--- src/hdl/tnrc_pkg.sv ---
// shared types, constants and the control store for the thermal rc step block
// used by tnrc_datapath and three_node_thermal_rc_step_top; no dependencies
`default_nettype none

package tnrc_pkg;

   // field and datapath widths
   localparam int TEMP_W       = 18;
   localparam int DIFF_W       = TEMP_W + 1;
   localparam int POWER_W      = 19;
   localparam int DT_W         = 21;
   localparam int COND_W       = 18;
   localparam int ICAP_W       = 24;
   localparam int OPA_W        = 38;                 // heat flow, net flow, energy
   localparam int OPB_W        = 18;                 // unsigned multiplier chunk
   localparam int CHUNK_W      = OPB_W;
   localparam int PROD_W       = OPA_W + OPB_W + 1;
   localparam int ACC_W        = 62;
   localparam int FLOW_SHIFT   = 16;                 // 2^-8 W to 2^-24 W
   localparam int ENERGY_SHIFT = 24;                 // 2^-44 J to 2^-20 J
   localparam int DK_SHIFT     = 32;                 // 2^-40 K to 2^-8 K
   localparam int SUM_W        = ACC_W - DK_SHIFT + 1;
   localparam int CSR_IDX_W    = 3;
   localparam int CSR_DATA_W   = 24;
   localparam int STEP_W       = 4;
   localparam int NODE_W       = 2;
   localparam int NODES        = 3;

   localparam logic [NODE_W-1:0] NODE_WIND  = 2'd0;
   localparam logic [NODE_W-1:0] NODE_HOUSE = 2'd1;
   localparam logic [NODE_W-1:0] NODE_BODY  = 2'd2;

   localparam logic signed [SUM_W-1:0] TEMP_MIN = -31'sd10240;
   localparam logic signed [SUM_W-1:0] TEMP_MAX = 31'sd76800;

   // reset values of the registers and the node temperatures
   localparam logic [COND_W-1:0] COND_WH_RESET = 18'd14168;
   localparam logic [COND_W-1:0] COND_HB_RESET = 18'd65536;
   localparam logic [COND_W-1:0] COND_BE_RESET = 18'd8192;
   localparam logic [ICAP_W-1:0] ICAP_W_RESET  = 24'd2857731;
   localparam logic [ICAP_W-1:0] ICAP_H_RESET  = 24'd63183;
   localparam logic [ICAP_W-1:0] ICAP_B_RESET  = 24'd839;
   localparam logic [TEMP_W-1:0] AMBIENT_RESET = 18'd6400;
   localparam logic [TEMP_W-1:0] TEMP_RESET    = 18'd6400;

   typedef enum logic [CSR_IDX_W-1:0] {
      CSR_COND_WH,
      CSR_COND_HB,
      CSR_COND_BE,
      CSR_ICAP_W,
      CSR_ICAP_H,
      CSR_ICAP_B,
      CSR_AMBIENT
   } csr_index_type;

   typedef struct packed {
      logic [COND_W-1:0] cond_wh;
      logic [COND_W-1:0] cond_hb;
      logic [COND_W-1:0] cond_be;
      logic [ICAP_W-1:0] icap_w;
      logic [ICAP_W-1:0] icap_h;
      logic [ICAP_W-1:0] icap_b;
      logic [TEMP_W-1:0] ambient;
   } cfg_type;

   typedef enum logic [1:0] {A_DIFF, A_NET, A_ENERGY} a_sel_type;
   typedef enum logic [2:0] {B_COND, B_DT_LO, B_DT_HI, B_ICAP_LO, B_ICAP_HI} b_sel_type;
   typedef enum logic [1:0] {ACC_HOLD, ACC_LOAD, ACC_SHIFT_ADD} acc_op_type;
   typedef enum logic [1:0] {WB_NONE, WB_Q, WB_NETS, WB_TEMP} wb_type;

   // one control word of the microprogram
   typedef struct packed {
      a_sel_type         a_sel;
      b_sel_type         b_sel;
      logic              use_loop;   // node fields come from the loop counter
      logic [NODE_W-1:0] node;
      logic [NODE_W-1:0] wb_node;
      acc_op_type        acc_op;
      wb_type            wb;
      logic              loop_back;  // jump to target unless on the last node
      logic [STEP_W-1:0] target;
      logic              done;
   } ctrl_word_type;

   // control handed to the datapath, nodes already resolved
   typedef struct packed {
      logic              start;
      a_sel_type         a_sel;
      b_sel_type         b_sel;
      logic [NODE_W-1:0] mul_node;
      logic [NODE_W-1:0] wb_node;
      acc_op_type        acc_op;
      wb_type            wb;
   } dp_ctrl_type;

   localparam logic [STEP_W-1:0] STEP_LOOP = 4'd5;

   localparam ctrl_word_type CW_NOP = '{
      a_sel: A_DIFF, b_sel: B_COND, use_loop: 1'b0, node: NODE_WIND,
      wb_node: NODE_WIND, acc_op: ACC_HOLD, wb: WB_NONE, loop_back: 1'b0,
      target: '0, done: 1'b0
   };

   // control store: heat flows, net flows, then per node dt and 1/C products
   function automatic ctrl_word_type ctrl_rom(input logic [STEP_W-1:0] step);
      ctrl_word_type cw;
      cw = CW_NOP;
      case (step)
         4'd0: begin
            cw.node = NODE_WIND;
         end
         4'd1: begin
            cw.node    = NODE_HOUSE;
            cw.wb      = WB_Q;
            cw.wb_node = NODE_WIND;
         end
         4'd2: begin
            cw.node    = NODE_BODY;
            cw.wb      = WB_Q;
            cw.wb_node = NODE_HOUSE;
         end
         4'd3: begin
            cw.wb      = WB_Q;
            cw.wb_node = NODE_BODY;
         end
         4'd4: begin
            cw.wb = WB_NETS;
         end
         4'd5: begin
            cw.use_loop = 1'b1;
            cw.a_sel    = A_NET;
            cw.b_sel    = B_DT_HI;
         end
         4'd6: begin
            cw.use_loop = 1'b1;
            cw.a_sel    = A_NET;
            cw.b_sel    = B_DT_LO;
            cw.acc_op   = ACC_LOAD;
         end
         4'd7: begin
            cw.acc_op = ACC_SHIFT_ADD;
         end
         4'd8: begin
            cw.use_loop = 1'b1;
            cw.a_sel    = A_ENERGY;
            cw.b_sel    = B_ICAP_HI;
         end
         4'd9: begin
            cw.use_loop = 1'b1;
            cw.a_sel    = A_ENERGY;
            cw.b_sel    = B_ICAP_LO;
            cw.acc_op   = ACC_LOAD;
         end
         4'd10: begin
            cw.acc_op = ACC_SHIFT_ADD;
         end
         4'd11: begin
            cw.use_loop  = 1'b1;
            cw.wb        = WB_TEMP;
            cw.loop_back = 1'b1;
            cw.target    = STEP_LOOP;
         end
         4'd12: begin
            cw.done = 1'b1;
         end
         default: begin
            cw.done = 1'b1;
         end
      endcase
      return cw;
   endfunction

endpackage

`default_nettype wire

--- src/hdl/tnrc_datapath.sv ---
// datapath of the thermal rc step: one shared 38x18 multiplier, accumulator,
// heat flow and node temperature registers; depends on tnrc_pkg
`default_nettype none

module tnrc_datapath import tnrc_pkg::*; (
   input  wire logic                      clock,
   input  wire logic                      reset,
   input  wire dp_ctrl_type               ctrl,
   input  wire cfg_type                   cfg,
   input  wire logic signed [POWER_W-1:0] heat_power,
   input  wire logic        [DT_W-1:0]    step_time,
   output logic signed      [TEMP_W-1:0]  winding_temp,
   output logic signed      [TEMP_W-1:0]  housing_temp,
   output logic signed      [TEMP_W-1:0]  body_temp,
   output logic                           saturated
);

   logic signed [TEMP_W-1:0]  temp_ff [NODES];
   logic signed [TEMP_W-1:0]  temp_in [NODES];
   logic signed [DIFF_W-1:0]  diff_ff [NODES];
   logic signed [DIFF_W-1:0]  diff_in [NODES];
   logic signed [OPA_W-1:0]   q_ff    [NODES];
   logic signed [OPA_W-1:0]   net_ff  [NODES];
   logic signed [OPA_W-1:0]   net_in  [NODES];
   logic signed [POWER_W-1:0] power_ff;
   logic        [DT_W-1:0]    dt_ff;
   logic signed [PROD_W-1:0]  prod_ff;
   logic signed [PROD_W-1:0]  prod_in;
   logic signed [ACC_W-1:0]   acc_ff;
   logic signed [ACC_W-1:0]   acc_in;
   logic                      sat_ff;
   logic                      sat_in;

   logic signed [OPA_W-1:0]   opa;
   logic        [OPB_W-1:0]   opb;
   logic signed [OPB_W:0]     opb_s;
   logic        [COND_W-1:0]  cond_sel;
   logic        [ICAP_W-1:0]  icap_sel;
   logic signed [OPA_W-1:0]   power_ext;
   logic signed [SUM_W-1:0]   t_ext;
   logic signed [SUM_W-1:0]   dk_ext;
   logic signed [SUM_W-1:0]   rnd_ext;
   logic signed [SUM_W-1:0]   t_sum;
   logic signed [TEMP_W-1:0]  t_new;
   logic                      t_clamped;

   always_comb begin
      case (ctrl.mul_node)
         NODE_HOUSE: begin
            cond_sel = cfg.cond_hb;
            icap_sel = cfg.icap_h;
         end
         NODE_BODY: begin
            cond_sel = cfg.cond_be;
            icap_sel = cfg.icap_b;
         end
         default: begin
            cond_sel = cfg.cond_wh;
            icap_sel = cfg.icap_w;
         end
      endcase

      case (ctrl.a_sel)
         A_DIFF:   opa = OPA_W'(diff_ff[ctrl.mul_node]);
         A_NET:    opa = net_ff[ctrl.mul_node];
         A_ENERGY: opa = acc_ff[ACC_W-1:ENERGY_SHIFT];
         default:  opa = '0;
      endcase

      case (ctrl.b_sel)
         B_COND:    opb = cond_sel;
         B_DT_LO:   opb = dt_ff[CHUNK_W-1:0];
         B_DT_HI:   opb = OPB_W'(dt_ff[DT_W-1:CHUNK_W]);
         B_ICAP_LO: opb = icap_sel[CHUNK_W-1:0];
         B_ICAP_HI: opb = OPB_W'(icap_sel[ICAP_W-1:CHUNK_W]);
         default:   opb = '0;
      endcase

      opb_s   = $signed({1'b0, opb});
      prod_in = opa * opb_s;

      case (ctrl.acc_op)
         ACC_LOAD:      acc_in = ACC_W'(prod_ff);
         ACC_SHIFT_ADD: acc_in = (acc_ff <<< CHUNK_W) + ACC_W'(prod_ff);
         default:       acc_in = acc_ff;
      endcase
   end

   // net flows in 2^-24 W, power scaled up to the same unit
   always_comb begin
      power_ext = {{(OPA_W-POWER_W-FLOW_SHIFT){power_ff[POWER_W-1]}}, power_ff,
                   {FLOW_SHIFT{1'b0}}};
      net_in[0] = power_ext - q_ff[0];
      net_in[1] = q_ff[0] - q_ff[1];
      net_in[2] = q_ff[1] - q_ff[2];
   end

   // round dk to 1/256 K with ties upward, add to the node and clamp
   always_comb begin
      t_ext   = SUM_W'(temp_ff[ctrl.wb_node]);
      dk_ext  = SUM_W'($signed(acc_ff[ACC_W-1:DK_SHIFT]));
      rnd_ext = {{(SUM_W-1){1'b0}}, acc_ff[DK_SHIFT-1]};
      t_sum   = t_ext + dk_ext + rnd_ext;
      t_clamped = 1'b1;
      if (t_sum < TEMP_MIN) begin
         t_new = TEMP_W'(TEMP_MIN);
      end else if (t_sum > TEMP_MAX) begin
         t_new = TEMP_W'(TEMP_MAX);
      end else begin
         t_new     = TEMP_W'(t_sum);
         t_clamped = 1'b0;
      end
   end

   always_comb begin
      diff_in[0] = DIFF_W'(temp_ff[0]) - DIFF_W'(temp_ff[1]);
      diff_in[1] = DIFF_W'(temp_ff[1]) - DIFF_W'(temp_ff[2]);
      diff_in[2] = DIFF_W'(temp_ff[2]) - DIFF_W'($signed(cfg.ambient));
      for (int n = 0; n < NODES; n++) begin
         temp_in[n] = temp_ff[n];
      end
      sat_in = sat_ff;
      if (ctrl.start) begin
         sat_in = 1'b0;
      end else if (ctrl.wb == WB_TEMP) begin
         temp_in[ctrl.wb_node] = t_new;
         sat_in                = sat_ff | t_clamped;
      end
   end

   always_ff @(posedge clock) begin
      if (reset) begin
         for (int n = 0; n < NODES; n++) begin
            temp_ff[n] <= TEMP_RESET;
         end
         sat_ff <= 1'b0;
      end else begin
         for (int n = 0; n < NODES; n++) begin
            temp_ff[n] <= temp_in[n];
         end
         sat_ff <= sat_in;
      end
   end

   always_ff @(posedge clock) begin
      prod_ff <= prod_in;
      acc_ff  <= acc_in;
      if (ctrl.start) begin
         power_ff <= heat_power;
         dt_ff    <= step_time;
         for (int n = 0; n < NODES; n++) begin
            diff_ff[n] <= diff_in[n];
         end
      end
      if (ctrl.wb == WB_Q) begin
         q_ff[ctrl.wb_node] <= prod_ff[OPA_W-1:0];
      end
      if (ctrl.wb == WB_NETS) begin
         for (int n = 0; n < NODES; n++) begin
            net_ff[n] <= net_in[n];
         end
      end
   end

   assign winding_temp = temp_ff[0];
   assign housing_temp = temp_ff[1];
   assign body_temp    = temp_ff[2];
   assign saturated    = sat_ff;

endmodule

`default_nettype wire

--- src/hdl/three_node_thermal_rc_step_top.sv ---
// three-node thermal rc estimator: one forward euler step per transaction
// holds the register bank, the microprogram sequencer and the result register
// depends on tnrc_pkg and tnrc_datapath
//
// usage:
//   req channel (valid/ready) carries heat_power and step_time; rsp channel
//   (valid/ready) returns the three new temperatures and the saturated flag
//   csr port writes one register per cycle with csr_write_en, no read-back
//   rsp_valid is registered and rises when the sequencer leaves its last step
//   requests are taken one at a time, the pace set by the microprogram
//   driving a single shared 38x18 multiplier through 15 partial products
//   (three heat flows, then per node two step-time and two 1/C products)
//   the result register frees the datapath: the next request is taken while
//   a result waits; if the receiver stalls that long, the sequencer holds on
//   its final step until the result register is taken
//   reset: registers return to the default motor set, all three nodes to
//   25 degC, both channels empty; no clearing pass is needed
`default_nettype none

module three_node_thermal_rc_step_top import tnrc_pkg::*; (
   input  wire logic                         clock,
   input  wire logic                         reset,
   input  wire logic                         req_valid,
   output logic                              req_ready,
   input  wire logic signed [POWER_W-1:0]    req_heat_power,
   input  wire logic        [DT_W-1:0]       req_step_time,
   output logic                              rsp_valid,
   input  wire logic                         rsp_ready,
   output logic signed      [TEMP_W-1:0]     rsp_winding_temp,
   output logic signed      [TEMP_W-1:0]     rsp_housing_temp,
   output logic signed      [TEMP_W-1:0]     rsp_body_temp,
   output logic                              rsp_saturated,
   input  wire logic                         csr_write_en,
   input  wire logic        [CSR_IDX_W-1:0]  csr_index,
   input  wire logic        [CSR_DATA_W-1:0] csr_wdata
);

   cfg_type cfg_ff;
   cfg_type cfg_in;

   logic                     busy_ff;
   logic                     busy_in;
   logic [STEP_W-1:0]        step_ff;
   logic [STEP_W-1:0]        step_in;
   logic [NODE_W-1:0]        node_ff;
   logic [NODE_W-1:0]        node_in;
   logic                     rsp_valid_ff;
   logic                     rsp_valid_in;
   logic signed [TEMP_W-1:0] rsp_wind_ff;
   logic signed [TEMP_W-1:0] rsp_house_ff;
   logic signed [TEMP_W-1:0] rsp_body_ff;
   logic                     rsp_sat_ff;

   ctrl_word_type            cw;
   dp_ctrl_type              dp_ctrl;
   logic                     accept;
   logic                     stall;
   logic                     finish;
   logic signed [TEMP_W-1:0] dp_wind;
   logic signed [TEMP_W-1:0] dp_house;
   logic signed [TEMP_W-1:0] dp_body;
   logic                     dp_sat;

   // register bank
   always_comb begin
      cfg_in = cfg_ff;
      if (csr_write_en) begin
         unique case (csr_index_type'(csr_index))
            CSR_COND_WH: cfg_in.cond_wh = csr_wdata[COND_W-1:0];
            CSR_COND_HB: cfg_in.cond_hb = csr_wdata[COND_W-1:0];
            CSR_COND_BE: cfg_in.cond_be = csr_wdata[COND_W-1:0];
            CSR_ICAP_W:  cfg_in.icap_w  = csr_wdata[ICAP_W-1:0];
            CSR_ICAP_H:  cfg_in.icap_h  = csr_wdata[ICAP_W-1:0];
            CSR_ICAP_B:  cfg_in.icap_b  = csr_wdata[ICAP_W-1:0];
            CSR_AMBIENT: cfg_in.ambient = csr_wdata[TEMP_W-1:0];
            default: ;
         endcase
      end
   end

   always_ff @(posedge clock) begin
      if (reset) begin
         cfg_ff <= '{cond_wh: COND_WH_RESET, cond_hb: COND_HB_RESET,
                     cond_be: COND_BE_RESET, icap_w: ICAP_W_RESET,
                     icap_h: ICAP_H_RESET, icap_b: ICAP_B_RESET,
                     ambient: AMBIENT_RESET};
      end else begin
         cfg_ff <= cfg_in;
      end
   end

   // sequencer
   assign cw        = ctrl_rom(step_ff);
   assign req_ready = !busy_ff;
   assign accept    = req_valid && !busy_ff;
   assign stall     = cw.done && rsp_valid_ff && !rsp_ready;
   assign finish    = busy_ff && cw.done && !stall;

   always_comb begin
      busy_in = busy_ff;
      step_in = step_ff;
      node_in = node_ff;
      if (!busy_ff) begin
         if (accept) begin
            busy_in = 1'b1;
            step_in = '0;
            node_in = NODE_WIND;
         end
      end else if (!stall) begin
         if (cw.done) begin
            busy_in = 1'b0;
         end else if (cw.loop_back && node_ff != NODE_BODY) begin
            step_in = cw.target;
            node_in = node_ff + NODE_W'(1);
         end else begin
            step_in = step_ff + STEP_W'(1);
         end
      end

      rsp_valid_in = rsp_valid_ff;
      if (finish) begin
         rsp_valid_in = 1'b1;
      end else if (rsp_ready) begin
         rsp_valid_in = 1'b0;
      end

      dp_ctrl.start    = accept;
      dp_ctrl.a_sel    = cw.a_sel;
      dp_ctrl.b_sel    = cw.b_sel;
      dp_ctrl.mul_node = cw.use_loop ? node_ff : cw.node;
      dp_ctrl.wb_node  = cw.use_loop ? node_ff : cw.wb_node;
      dp_ctrl.acc_op   = busy_ff ? cw.acc_op : ACC_HOLD;
      dp_ctrl.wb       = busy_ff ? cw.wb : WB_NONE;
   end

   always_ff @(posedge clock) begin
      if (reset) begin
         busy_ff      <= 1'b0;
         step_ff      <= '0;
         node_ff      <= NODE_WIND;
         rsp_valid_ff <= 1'b0;
      end else begin
         busy_ff      <= busy_in;
         step_ff      <= step_in;
         node_ff      <= node_in;
         rsp_valid_ff <= rsp_valid_in;
      end
      if (finish) begin
         rsp_wind_ff  <= dp_wind;
         rsp_house_ff <= dp_house;
         rsp_body_ff  <= dp_body;
         rsp_sat_ff   <= dp_sat;
      end
   end

   tnrc_datapath u_datapath (
      .clock        (clock),
      .reset        (reset),
      .ctrl         (dp_ctrl),
      .cfg          (cfg_ff),
      .heat_power   (req_heat_power),
      .step_time    (req_step_time),
      .winding_temp (dp_wind),
      .housing_temp (dp_house),
      .body_temp    (dp_body),
      .saturated    (dp_sat)
   );

   assign rsp_valid        = rsp_valid_ff;
   assign rsp_winding_temp = rsp_wind_ff;
   assign rsp_housing_temp = rsp_house_ff;
   assign rsp_body_temp    = rsp_body_ff;
   assign rsp_saturated    = rsp_sat_ff;

endmodule

`default_nettype wire
--- config.mk ---
export PLATFORM = sky130hd
export DESIGN_NAME = three_node_thermal_rc_step_top
export DESIGN_NICKNAME = d
export VERILOG_FILES = /design/src/hdl/tnrc_pkg.sv /design/src/hdl/tnrc_datapath.sv /design/src/hdl/three_node_thermal_rc_step_top.sv
export SDC_FILE = /design/constraint.sdc
export NUM_CORES = 2
export LEC_CHECK = 0
export BUFFER_PORTS_ARGS = -buffer_cell sky130_fd_sc_hd__buf_4
export CAP_MARGIN = 20
export CORE_AREA = 5 5 340 342
export CTS_CLUSTER_DIAMETER = 80
export DETAILED_ROUTE_END_ITERATION = 6
export DIE_AREA = 0 0 345 347
export PLACE_DENSITY = 0.67
export SYNTH_ARGS = -nofsm -noshare
export SYNTH_HDL_FRONTEND = slang
export SYNTH_HIERARCHICAL = 1
export SYNTH_SLANG_ARGS = --single-unit
--- constraint.sdc ---
create_clock -name clock -period 17.3 [get_ports clock]
set_input_delay 2.595 -clock clock [delete_from_list [all_inputs] [get_ports clock]]
set_output_delay 2.595 -clock clock [all_outputs]
set_load 0.05 [all_outputs]
==> run summary <==
Std-Cell Rows: 123
Fin Setup TNS: 0 ns
Power per Cell Area: 223 nW/um^2
Cell Count Post-Placement: 7901
Max-slew violation count: 0
Worst Path Buf+Inv: 7
Maximum net fanout on the critical path: 42
RSZ-0062 raised after global routing: false
Worst EP required: 17.83 ns
IO Port Bufs: 128
Crit path largest cell delay: 0.83 ns
Initial antenna violation count: 2
Resized Gates After CTS: 0
Reg area: 18600 um^2
Post-route DRC violation count: 0
Routed WL per cell: 22.8 um
Setup slack after layout: 6.63 ns
Die Area: 120000 um^2
CP top delay family: adder cells
Place WS: 6.55 ns
FMAX: 93.7 MHz
Seq cells post-synth: 706
Final setup fails: 0
Tmin final: 10.67 ns
Setup Fix Bufs, Post-CTS: 0
DR vias: 46900
Max-cap violations: 0
Crit path max-delay cell type: ha_2
Number of synthesized flops with an enable pin: 442
Max-slew headroom: 0.247
Largest area contributor in the synthesized netlist: edfxtp_1
Status: finished clean
Total Nets Final: 7587
Worst setup SP type: register
Clock slew seen by the registers of the worst setup and hold paths: 0.06 ns
Post-Syn Area per Cell: 9.51 um^2
Clk sinks: 706
Share of the synthesized area in the top cell type: 0.217
HPWL after DPL: 138000 um
YS warnings: 6
Clock Tree Buf Depth: 3
Post-Syn Instances: 6444
Initial DRC Count: 3909
Total grt overflow: 0
Synth Flop Type: edfxtp_1
H-tree levels: 3
Post-synth ARST share: 0
Worst path arrival time: 11.19 ns
Pwr Total: 14.8 mW
Num CTS Buffers: 80
Pre-antenna DRT Iters: 6
First-pass GRT wire length: 280000 um
Final period util: 0.617
Mapped Nets: 7547
Ports: 129
Die X: 345 um
Synthesis-to-layout area growth: 8.74%
Tightest Hold Check Type: register to register
TritonCTS clock tree: built
Post-Route Utilization: 0.594
Layout cells sized above 1: 0.0743
Routed vias/inst: 5.82
Die Ht: 347 um
Setup crit end kind: register
Vias in the first global route: 47300
Cts hold-fix bufs: 0
# diodes: 0
Clk_lat worst skew: 0.66 ns
Largest net degree at the start of global routing: 102
Slew @ Worst Pin: 1.10 ns
Gpl congestion: 0.948
Sequential fraction of the synthesis area: 0.303
Skew final: 0.0279 ns
Final wirelength: 183000 um
Starting Density: 0.547
CTS root buf: clkbuf_16
Finished Layout Cells: 8052
WS Path Type: register to register
P_leak: 29.6 nW
Area of the multi-input gates: 37700 um^2
Synth cell types: 96
Synth area leaders: edfxtp_1 22%, fa_1 22%, dfxtp_1 8.6%
Fillers: 9763
Most used cell, CP: fa_1
Final Hold Vio Count: 0
Post-Synthesis Cell Area: 61300 um^2
GRT Util Overall: 0.303
VDD IR-drop max: 356 uV
Antenna Nets Post-Route: 0
Core Region: 112000 um^2
-- area by class of cell --
cell class,instances,area share
clock buffer,111,0.0353
clock inverter,39,0.00614
inverter,1081,0.0610
multi-input combinational,4395,0.566
sequential,706,0.279
tap,1500,0.0282
timing repair buffer,220,0.0250
-- cells in the final DEF (no fill, tap or decap), types with 194 or more instances in the layout --
cell	instances
edfxtp_1	442
ha_1	368
a21oi_1	377
o21ai_0	194
fa_1	661
inv_1	1077
nand2_1	917
dfxtp_1	264
buf_4	219
nor2_1	274
-- kinds of logic after synthesis --
family,Yosys count,synth area share
mux,122,0.0246
flops,706,0.303
compound gates,1155,0.122
simple gates,1837,0.139
buf+inv,1343,0.0841
xor+xnor,250,0.0357
fa+ha+maj,1031,0.292
-- worst reg2reg max path, delay by kind of cell (launching register included) --
family | cells | cell delay, ns
AOI/OAI and AO/OA | 10 | 2.49
muxes | 1 | 0.17
xor gates and xnor gates | 1 | 0.08
DFF | 1 | 0.43
buffers and inverters | 7 | 0.92
adders and majority gates | 9 | 4.43
and+or+nand+nor | 8 | 2.04
-- synth_stat cells, types with 26 or more instances --
master,number
inv_1,1079
nor2_1,282
nand3b_1,50
and2_1,64
mux2i_1,59
o22ai_1,29
nand2_1,918
a211oi_1,30
o21ai_0,200
nor3_1,85
o21bai_1,29
a21oi_1,377
o21a_1,40
xnor2_1,178
nand2b_1,48
dfxtp_1,264
a31oi_1,28
a21o_1,132
edfxtp_1,442
ha_1,370
nand3_1,54
and3_1,34
o211ai_1,44
a22oi_1,55
fa_1,661
clkbuf_1,213
nor2b_1,183
xor2_1,72
mux2_2,44
a32o_1,26
-- where the power goes --
part	switching (mW)	internal (mW)
clock	0.723	1.04
sequential	0.152	2.11
combinational	6.57	4.23
total	7.45	7.38
-- state kept, by name, indices dropped and copies added (netlist names), 2 cells and up --
name,cells
u_datapath/acc_ff,62
rsp_body_temp,18
u_datapath/q_ff,114
u_datapath/prod_ff,57
cfg_ff,144
u_datapath/power_ff,19
rsp_winding_temp,18
u_datapath/net_ff,114
u_datapath/temp_ff,54
u_datapath/dt_ff,21
node_ff,2
step_ff,4
u_datapath/diff_ff,57
rsp_housing_temp,18
-- through the flow --
step                instance area, um^2  hold slack (ns)
finish                            66600            0.453
global placement                  63800            0.417
floorplan                         61300            0.408
CTS                               66600            0.452
global route                      66600            0.469
detailed placement                63800            0.437
-- path summary, 6_finish.rpt --
check / startpoint / endpoint / slack, ns / cells past startpoint
setup / recovery: step_ff[1] / u_datapath/prod_ff[56] / 6.63 / 36
hold / removal: cfg_ff[46] / cfg_ff[46] / 0.45 / 2
setup reg to reg: step_ff[1] / u_datapath/prod_ff[56] / 6.63 / 36
hold reg to reg: cfg_ff[46] / cfg_ff[46] / 0.45 / 2
-- routing by layer --
metal	up-vias	GRT usage	share of wire
li1	21300	-	-
met1	23300	0.405	0.41
met2	1928	0.491	0.46
met3	400	0.0537	0.078
met4	0	0.126	0.050
met5	-	0	0
No activity file was read; power rests on OpenSTA's default activity.
